$ cat src/design/rpc_pkg.sv
//------------------------------------------------------------------------------
// rpc_pkg
// Shared widths, codes and control types of the receiver PSN check.
//------------------------------------------------------------------------------
package rpc_pkg;

  localparam int PSN_W      = 32;
  localparam int SIZE_W     = 16;
  localparam int IMM_W      = 32;
  localparam int ECN_W      = 2;
  localparam int TIME_W     = 48;
  localparam int CFG_IDX_W  = 2;
  localparam int CFG_DATA_W = 32;
  localparam int DIV_CNT_W  = $clog2(PSN_W);

  localparam logic [CFG_IDX_W-1:0] CFG_NACK_HOLDOFF     = 2'd0;
  localparam logic [CFG_IDX_W-1:0] CFG_GO_BACK_TO_CHUNK = 2'd1;
  localparam logic [CFG_IDX_W-1:0] CFG_CHUNK_SIZE       = 2'd2;

  localparam logic [CFG_DATA_W-1:0] NACK_HOLDOFF_RST = 32'd500;
  localparam logic [CFG_DATA_W-1:0] CHUNK_SIZE_RST   = 32'd4000;

  typedef enum logic [1:0] {
    ST_IN_ORDER   = 2'd0,
    ST_NACKED     = 2'd1,
    ST_DUPLICATE  = 2'd2,
    ST_SUPPRESSED = 2'd3
  } pkt_status_t;

  typedef enum logic [1:0] {
    S_IDLE,
    S_EVAL,
    S_DIV,
    S_FIN
  } ctrl_state_t;

  typedef struct packed {
    logic load_in;
    logic eval;
    logic div_step;
    logic div_fin;
    logic load_out;
  } dp_cmd_t;

  typedef struct packed {
    logic need_div;
    logic div_last;
  } dp_sts_t;

endpackage

$ cat src/design/rpc_ctrl.sv
//------------------------------------------------------------------------------
// rpc_ctrl
// Sequencer: input capture, evaluation, chunk rounding loop, result handoff.
//------------------------------------------------------------------------------
module rpc_ctrl import rpc_pkg::*; (
  input  logic    clk,
  input  logic    rst,
  input  logic    in_valid,
  output logic    in_stall,
  output logic    out_valid,
  input  logic    out_stall,
  input  dp_sts_t sts,
  output dp_cmd_t cmd
);

  ctrl_state_t state, state_next;
  logic        out_free;

  assign out_free = !out_valid || !out_stall;

  always_comb begin
    state_next = state;
    case (state)
      S_IDLE: begin
        if (in_valid) state_next = S_EVAL;
      end
      S_EVAL: begin
        if (sts.need_div) state_next = S_DIV;
        else if (out_free) state_next = S_IDLE;
      end
      S_DIV: begin
        if (sts.div_last) state_next = S_FIN;
      end
      S_FIN: begin
        if (out_free) state_next = S_IDLE;
      end
      default: state_next = S_IDLE;
    endcase
  end

  always_comb begin
    cmd      = '0;
    in_stall = 1'b1;
    case (state)
      S_IDLE: begin
        in_stall    = 1'b0;
        cmd.load_in = in_valid;
      end
      S_EVAL: begin
        cmd.eval     = sts.need_div || out_free;
        cmd.load_out = !sts.need_div && out_free;
      end
      S_DIV: begin
        cmd.div_step = 1'b1;
      end
      S_FIN: begin
        cmd.div_fin  = out_free;
        cmd.load_out = out_free;
      end
      default: begin
        cmd = '0;
      end
    endcase
  end

  always_ff @(posedge clk) begin
    if (rst) begin
      state     <= S_IDLE;
      out_valid <= 1'b0;
    end else begin
      state <= state_next;
      if (cmd.load_out) out_valid <= 1'b1;
      else if (!out_stall) out_valid <= 1'b0;
    end
  end

endmodule

$ cat src/design/rpc_dp.sv
//------------------------------------------------------------------------------
// rpc_dp
// Datapath: config registers, PSN state, classification, remainder unit,
// output register.
//------------------------------------------------------------------------------
module rpc_dp import rpc_pkg::*; (
  input  logic                  clk,
  input  logic                  rst,
  input  dp_cmd_t               cmd,
  output dp_sts_t               sts,
  input  logic                  cfg_write,
  input  logic [CFG_IDX_W-1:0]  cfg_index,
  input  logic [CFG_DATA_W-1:0] cfg_data,
  input  logic [PSN_W-1:0]      seq_num,
  input  logic [SIZE_W-1:0]     pkt_len,
  input  logic                  ack_request,
  input  logic                  notify_flag,
  input  logic [IMM_W-1:0]      immediate,
  input  logic [ECN_W-1:0]      ecn_bits,
  input  logic [TIME_W-1:0]     now_time,
  output pkt_status_t           out_status,
  output logic                  out_send_ack,
  output logic                  out_send_nack,
  output logic [PSN_W-1:0]      out_ack_psn,
  output logic                  out_congestion_mark,
  output logic                  out_deliver_notif,
  output logic [IMM_W-1:0]      out_notif_imm
);

  // config
  logic [CFG_DATA_W-1:0] nack_holdoff;
  logic                  go_back_to_chunk;
  logic [PSN_W-1:0]      chunk_size;

  // connection state
  logic [PSN_W-1:0]  next_expected;
  logic [TIME_W-1:0] nack_deadline;
  logic [PSN_W-1:0]  last_nacked;

  // captured packet
  logic [PSN_W-1:0]  r_seq;
  logic [SIZE_W-1:0] r_size;
  logic              r_ack_req;
  logic              r_notify;
  logic [IMM_W-1:0]  r_imm;
  logic [ECN_W-1:0]  r_ecn;
  logic [TIME_W-1:0] r_now;

  // remainder unit
  logic [PSN_W-1:0]     div_rem;
  logic [PSN_W-1:0]     div_q;
  logic [DIV_CNT_W-1:0] div_cnt;
  logic [PSN_W:0]       trial;
  logic [PSN_W-1:0]     diff;
  logic                 fits;
  logic [PSN_W-1:0]     rem_next;

  logic              in_order, gap, dup, nack_ok, nacked, suppressed;
  logic              ack, nack, sending, deliver, cong;
  logic [PSN_W-1:0]  psn_sum, psn_after, psn_rounded;
  logic [TIME_W-1:0] deadline_new;
  pkt_status_t       st;

  assign in_order   = (r_seq == next_expected);
  assign gap        = (r_seq > next_expected);
  assign dup        = !in_order && !gap;
  assign nack_ok    = (r_now >= nack_deadline) || (last_nacked != next_expected);
  assign nacked     = gap && nack_ok;
  assign suppressed = gap && !nack_ok;

  assign psn_sum      = next_expected + {{(PSN_W-SIZE_W){1'b0}}, r_size};
  assign deadline_new = r_now + {{(TIME_W-CFG_DATA_W){1'b0}}, nack_holdoff};
  assign psn_after    = in_order ? psn_sum : next_expected;

  always_comb begin
    if (in_order)        st = ST_IN_ORDER;
    else if (nacked)     st = ST_NACKED;
    else if (suppressed) st = ST_SUPPRESSED;
    else                 st = ST_DUPLICATE;
  end

  assign ack     = r_ack_req && (in_order || dup);
  assign nack    = nacked || (r_ack_req && suppressed);
  assign sending = ack || nack;
  assign deliver = in_order && r_notify;
  assign cong    = (r_ecn != '0);

  assign sts.need_div = nacked && go_back_to_chunk && (chunk_size != '0);
  assign sts.div_last = (div_cnt == DIV_CNT_W'(PSN_W-1));

  // restoring remainder, one dividend bit per cycle
  assign trial       = {div_rem, div_q[PSN_W-1]};
  assign diff        = trial[PSN_W-1:0] - chunk_size;
  assign fits        = (trial >= {1'b0, chunk_size});
  assign rem_next    = fits ? diff : trial[PSN_W-1:0];
  assign psn_rounded = next_expected - div_rem;

  always_ff @(posedge clk) begin
    if (rst) begin
      nack_holdoff     <= NACK_HOLDOFF_RST;
      go_back_to_chunk <= 1'b0;
      chunk_size       <= CHUNK_SIZE_RST;
      next_expected    <= '0;
      nack_deadline    <= '0;
      last_nacked      <= '0;
    end else begin
      if (cfg_write) begin
        case (cfg_index)
          CFG_NACK_HOLDOFF:     nack_holdoff     <= cfg_data;
          CFG_GO_BACK_TO_CHUNK: go_back_to_chunk <= cfg_data[0];
          CFG_CHUNK_SIZE:       chunk_size       <= cfg_data;
          default: ;
        endcase
      end
      if (cmd.eval) begin
        if (in_order) next_expected <= psn_sum;
        if (nacked) begin
          nack_deadline <= deadline_new;
          last_nacked   <= next_expected;
        end
      end
      if (cmd.div_fin) next_expected <= psn_rounded;
    end
  end

  always_ff @(posedge clk) begin
    if (cmd.load_in) begin
      r_seq     <= seq_num;
      r_size    <= pkt_len;
      r_ack_req <= ack_request;
      r_notify  <= notify_flag;
      r_imm     <= immediate;
      r_ecn     <= ecn_bits;
      r_now     <= now_time;
    end
    if (cmd.eval) begin
      div_rem <= '0;
      div_q   <= next_expected;
      div_cnt <= '0;
    end else if (cmd.div_step) begin
      div_rem <= rem_next;
      div_q   <= {div_q[PSN_W-2:0], 1'b0};
      div_cnt <= div_cnt + DIV_CNT_W'(1);
    end
    if (cmd.load_out) begin
      if (cmd.div_fin) begin
        out_status          <= ST_NACKED;
        out_send_ack        <= 1'b0;
        out_send_nack       <= 1'b1;
        out_ack_psn         <= psn_rounded;
        out_congestion_mark <= cong;
        out_deliver_notif   <= 1'b0;
        out_notif_imm       <= '0;
      end else begin
        out_status          <= st;
        out_send_ack        <= ack;
        out_send_nack       <= nack;
        out_ack_psn         <= sending ? psn_after : '0;
        out_congestion_mark <= sending && cong;
        out_deliver_notif   <= deliver;
        out_notif_imm       <= deliver ? r_imm : '0;
      end
    end
  end

endmodule

$ cat src/design/rdma_receiver_psn_check.sv
//------------------------------------------------------------------------------
// rdma_receiver_psn_check
// Receive-side PSN check of a go-back-N reliable transport.
//------------------------------------------------------------------------------
// Input channel (in_valid/in_stall) takes one packet descriptor per transfer;
// output channel (out_valid/out_stall) returns one classification result per
// packet, in order. Config registers are to be written through cfg_write/
// cfg_index/cfg_data only while the block is idle; the block itself does not
// enforce this. Timing: an accepted packet is evaluated in the EVAL state and
// its result is registered into the output register, raising out_valid; a new
// packet is accepted only after that load. A NACKed gap with chunk rounding
// first runs the remainder loop (DIV state) and a finishing FIN state.
// The output register holds one result; the next packet is accepted while it
// waits, and evaluation waits only if that register is still occupied.
// A stalled result holds its value until taken.
// Reset: config returns to holdoff 500, rounding off, chunk 4000; the expected
// PSN, NACK deadline and last NACKed PSN clear to zero; no result is pending.
//------------------------------------------------------------------------------
module rdma_receiver_psn_check import rpc_pkg::*; (
  input  logic                  clk,
  input  logic                  rst,
  input  logic                  cfg_write,
  input  logic [CFG_IDX_W-1:0]  cfg_index,
  input  logic [CFG_DATA_W-1:0] cfg_data,
  input  logic                  in_valid,
  output logic                  in_stall,
  input  logic [PSN_W-1:0]      seq_num,
  input  logic [SIZE_W-1:0]     pkt_len,
  input  logic                  ack_request,
  input  logic                  notify_flag,
  input  logic [IMM_W-1:0]      immediate,
  input  logic [ECN_W-1:0]      ecn_bits,
  input  logic [TIME_W-1:0]     now_time,
  output logic                  out_valid,
  input  logic                  out_stall,
  output logic [1:0]            status,
  output logic                  send_ack,
  output logic                  send_nack,
  output logic [PSN_W-1:0]      ack_psn,
  output logic                  congestion_mark,
  output logic                  deliver_notif,
  output logic [IMM_W-1:0]      notif_imm
);

  dp_cmd_t     cmd;
  dp_sts_t     sts;
  pkt_status_t out_status;

  rpc_ctrl u_ctrl (
    .clk       (clk),
    .rst       (rst),
    .in_valid  (in_valid),
    .in_stall  (in_stall),
    .out_valid (out_valid),
    .out_stall (out_stall),
    .sts       (sts),
    .cmd       (cmd)
  );

  rpc_dp u_dp (
    .clk                 (clk),
    .rst                 (rst),
    .cmd                 (cmd),
    .sts                 (sts),
    .cfg_write           (cfg_write),
    .cfg_index           (cfg_index),
    .cfg_data            (cfg_data),
    .seq_num             (seq_num),
    .pkt_len             (pkt_len),
    .ack_request         (ack_request),
    .notify_flag         (notify_flag),
    .immediate           (immediate),
    .ecn_bits            (ecn_bits),
    .now_time            (now_time),
    .out_status          (out_status),
    .out_send_ack        (send_ack),
    .out_send_nack       (send_nack),
    .out_ack_psn         (ack_psn),
    .out_congestion_mark (congestion_mark),
    .out_deliver_notif   (deliver_notif),
    .out_notif_imm       (notif_imm)
  );

  assign status = out_status;

endmodule

$ cat config.mk
export PLATFORM = sky130hd
export DESIGN_NAME = rdma_receiver_psn_check
export DESIGN_NICKNAME = d
export VERILOG_FILES = /design/src/design/rpc_pkg.sv /design/src/design/rpc_ctrl.sv /design/src/design/rpc_dp.sv /design/src/design/rdma_receiver_psn_check.sv
export SDC_FILE = /design/constraint.sdc
export NUM_CORES = 1
export LEC_CHECK = 0
export BUFFER_PORTS_ARGS = -buffer_cell sky130_fd_sc_hd__buf_4
export CAP_MARGIN = 40
export CORE_ASPECT_RATIO = 1.75
export CORE_MARGIN = 5
export CORE_UTILIZATION = 31
export DETAILED_ROUTE_END_ITERATION = 10
export PLACE_DENSITY = 0.51
export SLEW_MARGIN = 20
export SYNTH_ARGS = -nofsm -noshare
export SYNTH_HDL_FRONTEND = slang
export SYNTH_SLANG_ARGS = --single-unit
$ cat constraint.sdc
create_clock -name clk -period 9.5 [get_ports clk]
set_clock_uncertainty 0.1 [all_clocks]
set_input_delay 0.95 -clock clk [delete_from_list [all_inputs] [get_ports clk]]
set_output_delay 0.95 -clock clk [all_outputs]
set_load 0.005 [all_outputs]
# Yosys cells after proc, flatten, opt, wreduce, memory -nomap -nowiden
# Index checks and enable logic that the tools add are counted.
dict set report classes {
  add_sub_neg 5
  magnitude_cmp 3
  n_eq_ne 11
  muxes 25
  n_bitwise 1
  n_reduce_logical 35
}
# operator n
set op_table {}
lappend op_table {{$mux W32} 8}
lappend op_table {{$sub A32 B32 Y32} 2}
lappend op_table {{$add A48 B32 Y48} 1}
lappend op_table {{$ge A48 B48 Y1} 1}
lappend op_table {{$ge A33 B32 Y1} 1}
lappend op_table {{$add A32 B16 Y32} 1}
lappend op_table {{$eq A32 B32 Y1} 1}
lappend op_table {{$gt A32 B32 Y1} 1}
lappend op_table {{$ne A32 B32 Y1} 1}
lappend op_table {{$reduce_bool A32 Y1} 1}
lappend op_table {{$mux W1} 11}
lappend op_table {{$logic_and A1 B1 Y1} 10}
lappend op_table {{$reduce_and A2 Y1} 5}
lappend op_table {{$mux W2} 4}
lappend op_table {{$pmux W2 S4} 1}
lappend op_table {{$eq A2 B2 Y1 const B} 3}
lappend op_table {{$logic_not A1 Y1} 6}
lappend op_table {{$logic_or A1 B1 Y1} 6}
lappend op_table {{$reduce_bool A2 Y1} 3}
lappend op_table {{$add A5 B1 Y5 const B} 1}
lappend op_table {{$eq A5 B5 Y1 const B} 1}
lappend op_table {{$eq A2 B1 Y1 const B} 2}
lappend op_table {{$logic_not A2 Y1} 2}
lappend op_table {{$ne A2 B2 Y1 const B} 2}
lappend op_table {{5 further kinds} 5}
dict set report totals {
  register_bits 451
  input_bits 171
  out_inout_bits 72
  word_cells 106
}

# Depth between registers and ports, before layout
# Gate-level depths: netlist of run 1.
dict set report logic_depth {
  ltp_word 9
  ltp_mapped 16
  ltp_nobuf 14
}

# Cells and area by module
# A second synthesis of run 1 with hierarchy kept.
dict set report unflattened {
  cells_unflattened 2612
  area_unflattened_um2 25035.3
}
# module n_inst cells_per_inst area_each_um2 seq_area_each_um2
set by_module_without_submodules {}
lappend by_module_without_submodules {rpc_dp 1 2592 24881.4 11310.8}
lappend by_module_without_submodules {rpc_ctrl 1 20 153.9 60.1}

# Least setup slack after synthesis of run 1
# OpenSTA, ideal clock, no wires.
dict set report synth_path {
  path_kind {input -> register}
  start {input in_valid}
  end {register u_dp.r_ack_req, enable pin}
  t_arrival_ns 6.425
  required_time_ns 8.775
  slack_ns 2.351
  path_stages 2
  path_cell_list {inv_1 nor2_1}
}
# element line_no
set synth_rtl {}
lappend synth_rtl {{start: declaration} rdma_receiver_psn_check.sv:25} ;# input logic in_valid,
lappend synth_rtl {{end signal: assignment} rpc_dp.sv:130} ;# r_ack_req <= ack_request;
lappend synth_rtl {{end: declaration} rpc_dp.sv:43} ;# logic r_ack_req;

# Worst setup path in the final report of run 1
dict set report layout_path {
  start {register u_dp.r_now[47]}
  end {register u_dp.div_q[7], enable pin}
}
dict set report layout_via {
  elab_chain_len 8
}
# element line_no
set layout_rtl {}
lappend layout_rtl {{start: declaration} rpc_dp.sv:47} ;# logic [TIME_W-1:0] r_now;
lappend layout_rtl {{start signal: assignment} rpc_dp.sv:134} ;# r_now <= now_time;
lappend layout_rtl {{$ge A48 B48 Y1} rpc_dp.sv:67} ;# assign nack_ok = (r_now >= nack_deadline) || (last_nacked != next_expected);
lappend layout_rtl {{$logic_or A1 B1 Y1} rpc_dp.sv:67}
lappend layout_rtl {{$logic_and A1 B1 Y1} rpc_dp.sv:68} ;# assign nacked = gap && nack_ok;
lappend layout_rtl {{$logic_and A1 B1 Y1 (2 in series)} rpc_dp.sv:88} ;# assign sts.need_div = nacked && go_back_to_chunk && (chunk_size != '0);
lappend layout_rtl {{$logic_or A1 B1 Y1} rpc_ctrl.sv:50} ;# cmd.eval = sts.need_div || out_free;
lappend layout_rtl {{$mux W1} rpc_ctrl.sv:44} ;# case (state)
lappend layout_rtl {{$reduce_bool A2 Y1 (no line)} --}
lappend layout_rtl {{end signal: assignment} rpc_dp.sv:138} ;# div_q <= next_expected;
lappend layout_rtl {{end signal: assignment} rpc_dp.sv:142} ;# div_q <= {div_q[PSN_W-2:0], 1'b0};
lappend layout_rtl {{end: declaration} rpc_dp.sv:51} ;# logic [PSN_W-1:0] div_q;
# Every way passes these cells.
# A chain may end at the register's enable or synchronous reset.

==> results.toml, run 1 <==
[critical_path]
setup.worst_path.end_class = "register"
worstSetupPathType = "reg -> reg"
crit_slowest_cell = "nor4_2"
rr_startpoint = "u_dp.r_now[47]"
crit_chain = "ha_1, nand4_1, nor4_2, nand2_1, o31ai_1, nand3_1, a21oi_1, nor2_1, inv_1, buf_4"
cp.arrival_ps = 4900
startpoint_type = "register"
cpPeakStageDelay_ps = 730
timing.critical_path.from = "u_dp.r_now[47]"
path_max_fanout = 32
critical_path_required_ps = 9650

[grt]
grt_max_degree = 83
use_met1_pct = 20.3
grt_pass1_wl_mm = 123
grt_pass1_vias = 20600
met3_usage_pct = 2.45
grtUsageMet2_pct = 35.0
antenna_found_initial = 0
grt.busiest_layer = "met2"
grt.total_usage_pct = 18.3
globalRouteOverflowTotal = 0

[finish]
fillers = 8064
diodes = 0
final-instance-count-excl-fill = 3991
multi_input_area_sq_mm = 0.0124
drive_above_1_share_pct = 13.3
fin_area_sq_mm = 0.0297
area_growth_pct = 19.6
utilization_pct = 37.3
seq_area_sq_mm = 0.0114
fin_nets = 3280

[cts]
cts_inserted_buffers = 49
clock_path_buffers = 3
cts.htree.levels = 2
cts_sinks = 451
cts_hold_buffers = 0
clk-insertion-delay-late_ps = 610
cts.repair.resized = 0
cts_tree = "built"
clkTransAtPathRegs_ps = 70
post_cts_buffers = 0
cts-root-buf = "clkbuf_16"

[die]
start_util_pct = 31.2
die_area_sq_mm = 0.0862
ios = 243
num_rows = 137
die_x_um = 224
core_area_sq_mm = 0.0797
dieHeight_um = 385

[yosys]
synth_cell_type_count = 74
synth_top_cell_area_share_pct = 28.3
yosysWarnings = 0
ys_seq_elements = 451
avgSynthCellArea_sq_um = 9.22
netlist_instances = 2697
synthesis.area_sq_mm = 0.0249
synthFlopType = "edfxtp_1"
synth_area_leaders = "edfxtp_1 28%, dfxtp_1 17%, ha_1 9.7%"
synth_nets = 3065
synth_edf_count = 234
synth_most_common_cell = "nand2_1"
yosysTopAreaCell = "edfxtp_1"
synthArstFlopShare_pct = 0
synth.top_cells.by_count = "411 x nand2_1, 273 x a21oi_1, 234 x edfxtp_1, 217 x dfxtp_1, 193 x ha_1"
synth_seq_area_share_pct = 45.7

[flow_run]
maxCapViolations = 0

[route]
antenna_left = 0
drt-initial-drc-count = 1259
vias = 20500
wl_per_cell_um = 20.5
avgViaCountPerCell = 5.13
routed_wl_mm = 82.0
drc = 0
firstDrtPassIters = 5

[hold_path]
hp-class = "reg -> reg"
worstHoldStart = "u_dp.nack_deadline[34]"

[power]
leakagePower_uw = 0.0117
finalPower_uw = 5140
ir_drop_mv = 0.146
p_per_area_mw_per_mm2 = 173

[place]
place_inst = 3902
gp_congestion = 0.903
dp_hpwl_mm = 63.4
io_buffer_count = 242
place_area_sq_mm = 0.0280

[timing]
setup_tns_ps = 0
period_needed_ps = 4760
rsz0062_at_grt = "no"
post-route-period-util_pct = 50.1
max_freq_mhz = 210
hold_viol_final = 0
drv_slew = 0
tightest_slew_ps = 865
setup_viol = 0
maxSlewHeadroom_pct = 41.8

[outcome]
status = "finished clean"
-- critical path, delay by kind of cell, from the launching register on --
kind	cells	cell delay, ps
adder cells (fa/ha/maj)	1	450
buffers and inverters	2	790
AND/OR/NAND/NOR	5	1710
flip-flops	1	420
AO/OA/AOI/OAI	2	900
-- power by group --
| part | leakage, uW | switching [uW] | internal (uW) |
|---|---|---|---|
| clock network | 0.000845 | 840 | 1240 |
| logic | 0.00683 | 488 | 323 |
| registers | 0.00399 | 68.4 | 2180 |
-- cell families (layout without fill, tap and decap cells) --
logic type	after synthesis	in the layout	synth area share (%)
mux	14	14	0.579
compound gates	731	731	17.9
simple gates	860	860	16.0
xor+xnor	150	150	5.28
buf+inv	294	546	4.55
fa+ha+maj	197	197	10.0
flops	451	451	45.7
-- sequential cells by signal (all words and copies together) (netlist names), 2 cells and up --
register / cells
u_ctrl.state: 2
u_dp.chunk_size: 32
u_dp.div_cnt: 5
u_dp.div_q: 32
u_dp.div_rem: 32
u_dp.last_nacked: 32
u_dp.nack_deadline: 48
u_dp.nack_holdoff: 32
u_dp.next_expected: 32
u_dp.out_ack_psn: 32
u_dp.out_notif_imm: 32
u_dp.out_status: 2
u_dp.r_ecn: 2
u_dp.r_imm: 32
u_dp.r_now: 48
u_dp.r_seq: 32
u_dp.r_size: 16
-- final timing paths --
check                           cells past startpoint  slack [ps]                endpoint
worst min-delay path                                2         350  u_dp.nack_deadline[34]
worst min register to register                      2         350  u_dp.nack_deadline[34]
worst max-delay path                               10        4740           u_dp.div_q[7]
worst max register to register                     10        4740           u_dp.div_q[7]
-- layer usage --
layer,routed length (um),vias up
met4,3380,0
met5,0,-
li1,-,10100
met2,43300,580
met1,31600,9708
met3,3670,147
-- cell usage in the layout (no fill, tap or decap), types with 9 or more instances in the layout --
master,synthesis,layout
nand2_1,411,409
a21oi_1,273,272
buf_4,2,263
edfxtp_1,234,234
dfxtp_1,217,217
ha_1,193,193
inv_1,180,180
o21ai_0,172,172
nor2_1,123,121
xnor2_1,110,110
nand3_1,75,75
a21o_1,75,74
clkbuf_16,0,53
nand4_1,43,43
xor2_1,40,40
and2_1,38,38
nor3_1,37,37
a31oi_1,29,29
a211oi_1,26,26
and3_1,24,24
nor2b_1,22,22
nand2b_1,21,21
o31ai_1,20,20
o21a_1,19,19
nor4_1,20,18
or3_1,13,13
o21bai_1,13,13
o21ai_1,12,12
a221oi_1,11,11
mux2i_1,11,11
o22ai_1,10,10
clkinv_2,0,10
and4_1,9,9
o211ai_1,9,9
-- metrics by stage --
stage | setup slack [ps] | hold slack (ps)
final | 4740 | 351
after global routing | 4610 | 367
after floorplan | 2350 | 332
after CTS | 4620 | 352
after detailed placement | 4630 | 343
after global placement | 3880 | 340
-- cell type report --
type	instances	area share, %
flip-flops and latches	451	38.2
inverters	180	2.27
repair buffers	278	7.52
clock buffers	59	4.57
multi-input cells	1952	41.8
clock inverters	29	1.24
well taps	1042	4.38
Note: power is estimated with default switching activity, not from simulation.
==> run 2: changes to the inputs <==
--- a/config.mk
+++ b/config.mk
@@ -11,7 +11,7 @@
 export CORE_MARGIN = 5
 export CORE_UTILIZATION = 31
 export DETAILED_ROUTE_END_ITERATION = 10
-export PLACE_DENSITY = 0.51
+export PLACE_DENSITY = 0.53
 export SLEW_MARGIN = 20
 export SYNTH_ARGS = -nofsm -noshare
 export SYNTH_HDL_FRONTEND = slang
==> constraint.sdc (replaced) <==
create_clock -name clk -period 3.9 [get_ports clk]
set_clock_uncertainty 0.1 [all_clocks]
set_input_delay 0.39 -clock clk [delete_from_list [all_inputs] [get_ports clk]]
set_output_delay 0.39 -clock clk [all_outputs]
set_load 0.005 [all_outputs]
==> run 2 against run 1 <==
Against the previous run:
- sequential share of layout area decreased by 3.0 points
- non-clock buffer count grew 277
- power grew 150%
- largest cell class unchanged
- largest power group unchanged
==> results.toml, run 2 (same netlist as run 1, synthesis figures left out) <==
[outcome]
status = "finished clean"

[timing]
hold_viol_final = 0
tightest_slew_ps = 827
drv_slew = 0
setup_slack_ps = 179
maxSlewHeadroom_pct = 44.8
period_needed_ps = 3720
whs_ps = 42.6
rsz0062_at_grt = "no"
post-route-period-util_pct = 95.4
setup_viol = 0
max_freq_mhz = 269

[route]
firstDrtPassIters = 5
wl_per_cell_um = 19.2
antenna_left = 0
drc = 0
vias = 21200
drt-initial-drc-count = 1261
avgViaCountPerCell = 4.97
routed_wl_mm = 81.8

[cts]
cts_sinks = 451
clkTransAtPathRegs_ps = 70
cts_tree = "built"
cts_inserted_buffers = 47
clock_path_buffers = 3
cts-root-buf = "clkbuf_16"
clk-insertion-delay-late_ps = 620
cts.htree.levels = 2

[place]
io_buffer_count = 242
place_inst = 4015
pre_cts_slack_ps = -191
dp_hpwl_mm = 63.3
gp_congestion = 0.882

[power]
leakagePower_uw = 0.0129
pwr-share-comb_pct = 17.8
seq_power_share_pct = 43.2
p_per_area_mw_per_mm2 = 392
p_switching_uw = 3420
clockPowerShare_pct = 39.0
internal-power_uw = 9210
ir_drop_mv = 0.298
netSwitchingFraction_pct = 27.1

[die]
ios = 243
num_rows = 137
die_area_sq_mm = 0.0862
die_x_um = 224
start_util_pct = 31.2
dieHeight_um = 385
core_area_sq_mm = 0.0797

[finish]
diodes = 0
largestRegisters = "u_dp.nack_deadline x48, u_dp.r_now x48"
final_common_cell = "nand2_1"
area_growth_pct = 29.6
final_cell_mix = "408 x nand2_1, 375 x buf_4, 272 x a21oi_1"
drive_above_1_share_pct = 15.7
seq_area_sq_mm = 0.0114
final-instance-count-excl-fill = 4269
fin_nets = 3556
fillers = 7983
multi_input_area_sq_mm = 0.0124

[critical_path]
setup.worst_path.end_class = "register"
path_max_fanout = 24
worstSetupPathType = "reg -> reg"
startpoint_type = "register"
cp.arrival_ps = 4110
critical_path_required_ps = 4290
timing.critical_path.from = "u_dp.next_expected[30]"
rr_startpoint = "u_dp.next_expected[30]"

[grt]
globalRouteOverflowTotal = 0
grt_pass1_wl_mm = 124
antenna_found_initial = 0
grt_pass1_vias = 21500
grt_max_degree = 52
grt.total_usage_pct = 18.3

[hold_path]
hp-class = "in -> reg"
worstHoldStart = "out_stall"

[flow_run]
maxCapViolations = 0
-- run 2: timing repair --
action | in CTS | in global routing
endpoints found under the hold margin | 197 | 0
gates cloned | 0 | 1
resized for setup | 3 | 5
hold buffers | 164 | 0
endpoints found under the setup margin | 61 | 82
buffers inserted | 0 | 1
-- run 2: final timing paths --
path | endpoint | slack [ps] | cells past startpoint
setup / recovery | u_dp.nack_deadline[12] | 180 | 14
hold / removal | u_ctrl.out_valid | 40 | 3
hold reg to reg | u_dp.nack_deadline[28] | 350 | 2
setup reg to reg | u_dp.nack_deadline[12] | 180 | 14
-- run 2: stage by stage --
step	TNS, ps	area [sq um]	util, %	power (uW)
floorplan	0	24900	-	6720
global placement	-543	28800	36.2	7660
detailed placement	-3720	28900	36.2	7670
CTS	0	32200	40.4	12800
global route	0	32200	40.4	13200
finish	0	32200	40.4	12600
-- run 2: layout make-up --
| type | instances | share of cell area (%) |
|---|---|---|
| Clock buffer | 59 | 3.98 |
| Clock inverter | 29 | 1.20 |
| Inverter | 180 | 2.10 |
| Multi-Input combinational cell | 1953 | 38.6 |
| Sequential cell | 451 | 35.3 |
| Tap cell | 1042 | 4.05 |
| Timing Repair Buffer | 555 | 14.8 |
-- run 2: metal layers --
| metal | vias to the layer above | track usage, % | wire [um] |
|---|---|---|---|
| met1 | 9989 | 20.3 | 31600 |
| met5 | - | 0 | 0 |
| met4 | 0 | 9.26 | 4570 |
| met2 | 503 | 34.0 | 42300 |
| met3 | 133 | 2.13 | 3280 |
| li1 | 10600 | - | - |
-- run 2: critical path, stage by stage, from the launching register on --
cell	delay, ps
dfxtp_1	560
inv_1	180
ha_1	330
nand4_1	160
nor4_1	410
buf_4	210
and3_1	330
buf_4	190
nor2_1	50
nand3_1	340
a21o_2	250
buf_12	200
a2111oi_0	90
a21oi_1	130
nor2_1	50
-- run 2: power by group through the flow --
stage               Clock (uW)  Sequential [uW]  Combinational [uW]
finish                    4930             5460                2250
global route              5250             5480                2480
CTS                       5080             5470                2260
detailed placement           0             5560                2100
global placement             0             5560                2100
floorplan                    0             5520                1200
==> run 3: changes to the inputs <==
==> constraint.sdc (replaced) <==
create_clock -name clk -period 3.2 [get_ports clk]
set_clock_uncertainty 0.1 [all_clocks]
set_input_delay 0.32 -clock clk [delete_from_list [all_inputs] [get_ports clk]]
set_output_delay 0.32 -clock clk [all_outputs]
set_load 0.005 [all_outputs]
==> run 3 against run 2 <==
Against the previous run:
- the flow now finishes with violations (negative setup slack)
- worst hold slack better by 13 ps
- maximum frequency up 5.3%
- clock-buffer cell count is the same
- die area is the same
- first-iteration DRC count decreased by 11%
- non-clock buffer count grew 341
- utilization is 5.8 points higher
- setup slack worse by 510 ps
- register-to-register slack worse by 510 ps
- critical endpoint is now u_dp.out_notif_imm[19]
==> results.toml, run 3 (same netlist as run 1, synthesis figures left out) <==
[critical_path]
crit_chain = "ha_4, buf_6, a21o_1, a21o_1, a2111oi_4, nand3_2, a211oi_4, o31ai_4, nand3_2, buf_6, nor3_4, nor2_4, buf_6, buf_16"
cp.buffers_inverters = 4
timing.critical_path.from = "u_dp.r_now[45]"
reg2reg_to = "u_dp.out_notif_imm[19]"
setup.worst_path.end_class = "register"
reg2reg_depth = 14
cpPeakStageDelay_ps = 430
worstSetupEndpoint = "u_dp.out_notif_imm[19]"
crit_top_cell = "buf_6"
path_max_fanout = 18
cp.arrival_ps = 3750
critical_path_required_ps = 3410
path_depth = 14
worstSetupPathType = "reg -> reg"
critPathTopFamily = "compound AO/OA/AOI/OAI gates"
crit_slowest_cell = "edfxtp_1"
rrSetupSlack_ps = -330
startpoint_type = "register"
rr_startpoint = "u_dp.r_now[45]"

[grt]
grt.total_usage_pct = 19.4
grt_max_degree = 77
antenna_found_initial = 1
grt_pass1_vias = 23200
globalRouteOverflowTotal = 0
grt_pass1_wl_mm = 130

[cts]
cts.htree.levels = 2
clk-insertion-delay-late_ps = 620
clkTransAtPathRegs_ps = 70
clock_path_buffers = 3
cts_sinks = 451
cts-root-buf = "clkbuf_16"
cts_inserted_buffers = 47
cts_tree = "built"

[finish]
area_growth_pct = 48.2
largestRegisters = "u_dp.nack_deadline x48, u_dp.r_now x48"
fin_nets = 3896
utilization_pct = 46.2
drive_above_1_share_pct = 30.1
diodes = 0
final_common_cell = "buf_4"
final_cell_mix = "649 x buf_4, 370 x nand2_1, 235 x a21oi_1"

[flow_run]
maxCapViolations = 0

[route]
drc = 0
vias = 22800
firstDrtPassIters = 5
avgViaCountPerCell = 4.95
wl_per_cell_um = 19.6
routed_wl_mm = 90.2
drt-initial-drc-count = 1122
antenna_left = 0

[timing]
whs_ps = 55.8
setup_viol = 316
setup_slack_ps = -332
max_freq_mhz = 283
rsz0062_at_grt = "yes"
post-route-period-util_pct = 110
drv_slew = 0
hold_viol_final = 0
period_needed_ps = 3530
tightest_slew_ps = 851
maxSlewHeadroom_pct = 43.1

[power]
seq_power_share_pct = 40.2
p_per_area_mw_per_mm2 = 450
leakagePower_uw = 0.0151
p_switching_uw = 4610
finalPower_uw = 16600
clockPowerShare_pct = 37.4
internal-power_uw = 12000
pwr-share-comb_pct = 22.4
ir_drop_mv = 0.445
netSwitchingFraction_pct = 27.8

[die]
num_rows = 137
ios = 243
start_util_pct = 31.2
dieHeight_um = 385
die_area_sq_mm = 0.0862
core_area_sq_mm = 0.0797
die_x_um = 224

[place]
pre_cts_slack_ps = -797
gp_congestion = 0.892
io_buffer_count = 242
dp_hpwl_mm = 66.8

[outcome]
status = "complete, but fails checks"
violations = "negative setup slack"

[hold_path]
hp-class = "in -> reg"
hold_depth = 4
-- run 3: final cells by class --
type                    count  area (sq um)
inverters                 180           679
well taps                1042          1300
clock inverters            29           412
clock buffers              59          1300
multi-input cells        1952         13700
fillers                  7609         42800
flip-flops and latches    451         11400
repair buffers            896          8100
-- run 3: timing repair --
| item | 4_1_cts | 5_1_grt |
|---|---|---|
| pin swaps | 27 | 103 |
| buffers inserted | 15 | 20 |
| hold buffers | 166 | 0 |
| endpoints found under the setup margin | 321 | 320 |
| gates resized for setup | 139 | 281 |
| cloned | 9 | 17 |
| hold endpoints to repair | 199 | 0 |
-- run 3: power by group through the flow --
stage / combinational, uW / sequential (uW) / clock (uW)
after CTS: 3310 / 6660 / 6370
after floorplan: 1480 / 6720 / 0
after detailed placement: 2880 / 6780 / 0
after global routing: 4010 / 6690 / 6560
after global placement: 2860 / 6770 / 0
final: 3720 / 6670 / 6190
-- run 3: layer usage --
layer,track usage (%),routed length [um],vias to the layer above
li1,-,-,11300
met1,20.3,33200,10800
met2,37.8,48600,550
met3,2.35,3660,181
met4,9.01,4710,0
met5,0,0,-
-- run 3: how the worst min path moves through the flow --
stage,end,startpoint
6_report,u_dp.go_back_to_chunk,cfg_write
5_1_grt,u_dp.go_back_to_chunk,cfg_write
4_1_cts,u_dp.go_back_to_chunk,cfg_write
3_5_place_dp,u_dp.nack_deadline[4],u_dp.nack_deadline[4]
3_3_place_gp,u_dp.nack_deadline[6],u_dp.nack_deadline[6]
2_1_floorplan,u_dp.r_ack_req,ack_request
-- run 3: tightest hold or removal path: stages --
cell and delay, ps:
buf_4 130, nand3b_1 100, mux2i_1 80, nor2_1 80
-- run 3: stage by stage --
stage	area, sq um	setup TNS (ps)	cells
global placement	31100	-131720	4297
floorplan	24900	-22640	2697
global route	36900	-104790	4609
finish	36900	-69300	4609
detailed placement	31100	-138690	4299
CTS	35300	-80420	4577
